**src/sv/dgmuf_pkg.sv**
```systemverilog
// Shared constants for the DG Maxwell upwind surface flux block.
`timescale 1ns / 1ps

package dgmuf_pkg;

    localparam int WORD_W  = 48;  // packed three-component input word
    localparam int NORM_W  = 16;  // normal and boundary factor, Q1.14
    localparam int SCALE_W = 24;  // face scale, unsigned Q12.12
    localparam int OUT_W   = 24;  // flux, signed Q11.12
    localparam int FRAC_N  = 14;  // fraction bits of normal and factor
    localparam int FRAC_S  = 12;  // fraction bits of face scale

endpackage

```
**src/sv/dgmuf_jump.sv**
```systemverilog
// Four-stage scaled field jump: optional factor on outer value, difference, scale.
`timescale 1ns / 1ps

module dgmuf_jump #(
    parameter int FB = 16
) (
    input  logic                                 i_clk,
    input  logic signed [FB-1:0]                 i_outer,
    input  logic signed [FB-1:0]                 i_inner,
    input  logic signed [dgmuf_pkg::NORM_W-1:0]  i_factor,
    input  logic                                 i_apply,
    input  logic        [dgmuf_pkg::SCALE_W-1:0] i_scale,
    output logic signed [FB+15:0]                o_jump
);
    import dgmuf_pkg::*;

    localparam int PRW = FB + NORM_W;
    localparam int XW  = FB + 3;
    localparam int SPW = XW + SCALE_W + 1;
    localparam int JW  = FB + 16;

    logic signed [PRW-1:0]     r_prod;
    logic signed [FB-1:0]      r_outer;
    logic signed [FB-1:0]      r_inner;
    logic                      r_apply;
    logic        [SCALE_W-1:0] r_scale1;
    logic        [SCALE_W-1:0] r_scale2;
    logic signed [XW-1:0]      r_diff;
    logic signed [SPW-1:0]     r_sprod;
    logic signed [JW-1:0]      r_jump;

    logic signed [XW-1:0]      n_diff;
    logic signed [XW-1:0]      w_outer_adj;

    always_comb begin
        if (r_apply) begin
            w_outer_adj = XW'((r_prod + PRW'(2**(FRAC_N-1))) >>> FRAC_N);
        end else begin
            w_outer_adj = XW'(r_outer);
        end
        n_diff = w_outer_adj - XW'(r_inner);
    end

    always_ff @(posedge i_clk) begin
        r_prod   <= i_factor * i_outer;
        r_outer  <= i_outer;
        r_inner  <= i_inner;
        r_apply  <= i_apply;
        r_scale1 <= i_scale;
        r_diff   <= n_diff;
        r_scale2 <= r_scale1;
        r_sprod  <= $signed({1'b0, r_scale2}) * r_diff;
        r_jump   <= JW'((r_sprod + SPW'(2**(FRAC_S-1))) >>> FRAC_S);
    end

    assign o_jump = r_jump;

endmodule

```
**config.mk**
```make
export PLATFORM = sky130hd
export DESIGN_NAME = dgmuf_jump
export DESIGN_NICKNAME = d
export VERILOG_FILES = /design/src/sv/dgmuf_pkg.sv /design/src/sv/dgmuf_jump.sv
export SDC_FILE = /design/constraint.sdc
export NUM_CORES = 2
export LEC_CHECK = 0
export BUFFER_PORTS_ARGS = -buffer_cell sky130_fd_sc_hd__clkbuf_2
export CAP_MARGIN = 20
export CORE_ASPECT_RATIO = 2
export CORE_UTILIZATION = 25
export CTS_CLUSTER_DIAMETER = 60
export DETAILED_ROUTE_END_ITERATION = 6
export PLACE_DENSITY = 0.44
export SYNTH_ARGS = -nofsm -noshare
export SYNTH_HDL_FRONTEND = slang
export SYNTH_SLANG_ARGS = --single-unit
```
**constraint.sdc**
```tcl
create_clock -name i_clk -period 13.2 [get_ports i_clk]
set_input_delay 1.32 -clock i_clk [delete_from_list [all_inputs] [get_ports i_clk]]
set_output_delay 1.32 -clock i_clk [all_outputs]
set_load 0.01 [all_outputs]
```
[Word-level counts from Yosys, hierarchy flattened]
Cells that the tools add are included.
Word-level totals
  bits in registers: 208
  input bits: 74
  output and inout bits: 32
Cells by class
  $mul: 2
  mux-type cells: 1
  add/sub/neg operators: 3
Operators with widths (number)
  $add 44x13->44 const B: 1
  $mul 25x19->44: 1
  $add 32x15->32 const B: 1
  $mul 16x16->32: 1
  $mux 19: 1
  $sub 19x16->19: 1

[Longest topological paths before layout]
  depth after elaboration: 3
  mapped depth: 25
  gate-level depth less buffers: 23

[Least setup slack after synthesis]
OpenSTA, ideal clock, no wires.
  path kind: input to register
  start: input port i_factor[12] (netlist name)
  end: register r_prod[31]
  setup slack: 6.063 ns
  library setup time: 0.072 ns
  cell stages on the path: 23
  data arrival time: 7.065 ns
  cells stage by stage: clkbuf_1 nand2_1 fa_1 inv_1 fa_1 inv_1 fa_1 inv_1 fa_1 inv_1 fa_1 inv_1 fa_1 ha_1 a21o_1 a21o_1 a211oi_1 o31a_1 o21ai_0 a221oi_1 nor2_1 a211oi_1 xnor2_1
Between the ends
  cells in the longest elaborated chain, start to end: 1
Ends and longest elaborated chain
  start, declared: line dgmuf_jump.sv:10  | input logic signed [dgmuf_pkg::NORM_W-1:0] i_factor,
  $mul 16x16->32: line dgmuf_jump.sv:45  | r_prod <= i_factor * i_outer;
  end signal, assigned: line dgmuf_jump.sv:45
  end, declared: line dgmuf_jump.sv:22  | logic signed [PRW-1:0] r_prod;
No other way between the ends.

[Final worst setup path]
Same ends and word-level chain as after synthesis.

==> qor.txt <==
======================================================================================
GRT Overall Usage                                                                0.152
Residual DRC                                                                         0
Slew at the pin with the worst max-slew slack                                  1.12 ns
Max H-tree Level                                                                     4
Number of nets produced by synthesis                                             4,129
CTS tree                                                                           yes
Width of the die                                                                246 um
Distinct cell type count after synthesis                                            53
Effective utilization at floorplan                                               0.253
Final-report hold violation count                                                    0
Normalized max-slew margin                                                       0.249
Sequential standard cell area                                                3680 um^2
Setup TNS                                                                         0 ns
Number of flops mapped to enable cells by yosys                                      0
Total I/O pin count                                                                106
Warnings, synthesis                                                                  0
Number of clock buffers inserted by TritonCTS                                       17
Via density                                                                       4.30
Worst Setup Path Type                                                        in -> reg
Post-route minimum period                                                      7.36 ns
Leading cell type by number of instances after synthesis                  sky130_fd_sc_hd__inv_1
Critical path's slowest cell                                              sky130_fd_sc_hd__fa_1
Fin crit share                                                                   0.558
Top-area cell type share of the netlist area                                     0.426
Pin count of the biggest net entering global routing                                34
Longest Clk Path Bufs                                                                2
Cell at the root of the clock tree                                        sky130_fd_sc_hd__clkbuf_16
Ys async rst share                                                                   0
Total of max-cap violations                                                          0
Worst clock skew on the final layout                                         0.0245 ns
Starting DRT DRC Count                                                             726
Detail Placement HPWL                                                        72,900 um
Maximum frequency from static timing analysis                                  136 MHz
Routability Congestion                                                           0.851
Die outline height                                                              490 um
Arrival time of data at the critical path endpoint                             7.82 ns
Met1 usage                                                                       0.139
Wire length of the first global-routing pass                                135,000 um
Max-slew violations                                                                  0
Critical path's largest stage delay                                            0.55 ns
Share of layout cells above drive strength 1                                    0.0611
Sequential-to-total area share from yosys stat                                   0.124
Synthesized instance count                                                       3,155
Top_reg_cell synth                                                        sky130_fd_sc_hd__dfxtp_1
Type of origin of the critical path                                          input pin
Standard-cell rows                                                                 178
Number of global-route vias before repair                                       23,421
Total setup buffers inserted after CTS                                               0
Post-synthesis cell type with the largest combined area                   sky130_fd_sc_hd__fa_1
Most used cell, CP                                                        sky130_fd_sc_hd__fa_1
GRT met3 Usage                                                                  0.0151
Critical-path cell list                                                   clkbuf_2 > nand2_1 > fa_1 > inv_1 > fa_1 > inv_1 > fa_1 > inv_1 > fa_1 > inv_1 > fa_1 > inv_1 > fa_1 > ha_1 > a21o_1 > a21o_1 > a211oi_1 > o31a_1 > o21ai_0 > buf_4 > a221oi_1 > nor2_1 > a211oi_1 > xnor2_1
CP endpoint kind                                                                  flop
Routed Antenna Nets                                                                  0
Final-layout fill cell count                                                    12,701
Later-pin clock latency in the skew report                                     0.54 ns
Clock slew at the register clock pins of the worst setup and hold paths        0.10 ns
Total standard cell area after synthesis                                   29,800 um^2
Core outline area                                                         118,000 um^2
Area delta synth->final                                                          9.95%
Total area of multi-input combinational cells                              23,000 um^2
Count of port buffers added during placement                                       105
Number of antenna violations at the first check in global routing                    3
Drt total wl                                                                 87,400 um
Required time of the critical path                                            13.66 ns
Unrepaired setup endpoints after global routing                                     no
Via Count                                                                       20,448
Hold/Removal Path Class                                                     reg -> reg
Final standard cell utilization of the core                                      0.278
Cells resized by post-CTS repair                                                     0
Main area contributors after synthesis                                    sky130_fd_sc_hd__fa_1 43%, sky130_fd_sc_hd__dfxtp_1 12%, sky130_fd_sc_hd__ha_1 11%
GR Overflow Total                                                                    0
Mean instance size in the synthesized netlist                                9.44 um^2
Met2 track demand over resource in global routing                                0.322
Status                                                                    finished clean
Grt peak-use layer                                                                met2
Final count of negative-setup-slack endpoints                                        0
Hold_buf cts                                                                         0
Router iterations before antenna repair                                              5
Largest fanout on the critical path                                                 16
Sink count of the clock tree                                                       184
Post-synth top cells                                                      718 x sky130_fd_sc_hd__inv_1, 634 x sky130_fd_sc_hd__fa_1, 374 x sky130_fd_sc_hd__nand2_1
Final routed wire length divided by cell count                                 18.4 um
Total Die Area                                                            121,000 um^2
Nets                                                                             4,184
Number of synthesized register bits                                                184
======================================================================================
==> final timing paths <==
check                    start           end  slack [ns]  depth (start not counted)
hold reg to reg   r_scale1[21]  r_scale2[21]        0.33                          0
hold / removal    r_scale1[21]  r_scale2[21]        0.33                          0
setup reg to reg  r_scale2[18]   r_sprod[42]        5.84                         19
setup / recovery  i_factor[12]    r_prod[31]        5.84                         24
==> worst max-delay path, delay by kind of cell <==
| kind | cells | cell delay (ns) |
|---|---|---|
| adder cells (fa/ha/maj) | 7 | 3.39 |
| AO/OA/AOI/OAI | 7 | 1.91 |
| buffers and inverters | 7 | 0.79 |
| AND/OR/NAND/NOR | 2 | 0.25 |
| XOR/XNOR | 1 | 0.14 |
==> area by class of cell <==
cell class	instances	area share
Multi-Input combinational cell	2140	0.702
Inverter	719	0.0824
Antenna cell	1	0.0000764
Timing Repair Buffer	148	0.0259
Clock inverter	14	0.00554
Tap cell	1530	0.0584
Sequential cell	184	0.112
Clock buffer	18	0.0134
==> kinds of logic after synthesis <==
logic type	Yosys count	synth area share
AO/OA/AOI/OAI	192	0.0422
XOR/XNOR	118	0.0347
adder cells (fa/ha/maj)	900	0.538
buffers and inverters	831	0.105
flip-flops	184	0.124
multiplexers	2	0.000672
AND/OR/NAND/NOR	928	0.156
==> per-stage QoR <==
stage          instances  worst slack [ns]  hold WS (ns)  instance area (um^2)
5_1_grt             4754              5.52         0.335                 32800
3_3_place_gp        4721              5.20         0.312                 32100
3_5_place_dp        4721              5.18         0.312                 32100
6_report            4754              5.84         0.326                 32800
2_1_floorplan       3155              6.06         0.310                 29800
4_1_cts             4753              5.78         0.333                 32800
==> layout by cell type (no fill, tap or decap), types with 9 or more instances in the layout <==
cell type	count
sky130_fd_sc_hd__o21ai_0	28
sky130_fd_sc_hd__fa_1	634
sky130_fd_sc_hd__nand4_1	21
sky130_fd_sc_hd__inv_1	718
sky130_fd_sc_hd__nand2_1	374
sky130_fd_sc_hd__and2_1	340
sky130_fd_sc_hd__nor2_1	74
sky130_fd_sc_hd__nand2b_1	20
sky130_fd_sc_hd__nor3_1	16
sky130_fd_sc_hd__xor2_1	37
sky130_fd_sc_hd__buf_4	43
sky130_fd_sc_hd__nand3_1	29
sky130_fd_sc_hd__xnor2_1	81
sky130_fd_sc_hd__dfxtp_1	184
sky130_fd_sc_hd__a21oi_1	66
sky130_fd_sc_hd__clkbuf_2	105
sky130_fd_sc_hd__a21o_1	34
sky130_fd_sc_hd__ha_1	266
sky130_fd_sc_hd__nor2b_1	24
sky130_fd_sc_hd__and3_1	13
sky130_fd_sc_hd__clkbuf_16	17
sky130_fd_sc_hd__o21a_1	9
==> state kept, by name (all words and copies together) (netlist names) <==
signal and count:
r_scale2 24, o_jump 32, r_scale1 24, r_outer 16, r_apply 1, r_inner 16, r_prod 19, r_diff 19
r_sprod 33
==> routing by layer <==
layer	part of all wire	wire (um)
met5	0	0
met4	0.039	3380
met3	0.020	1750
met2	0.61	53600
met1	0.33	28600
Power is left out: the tool's default activity adds up to more than one toggle a clock period on the data nets, which glitch-free logic cannot reach.
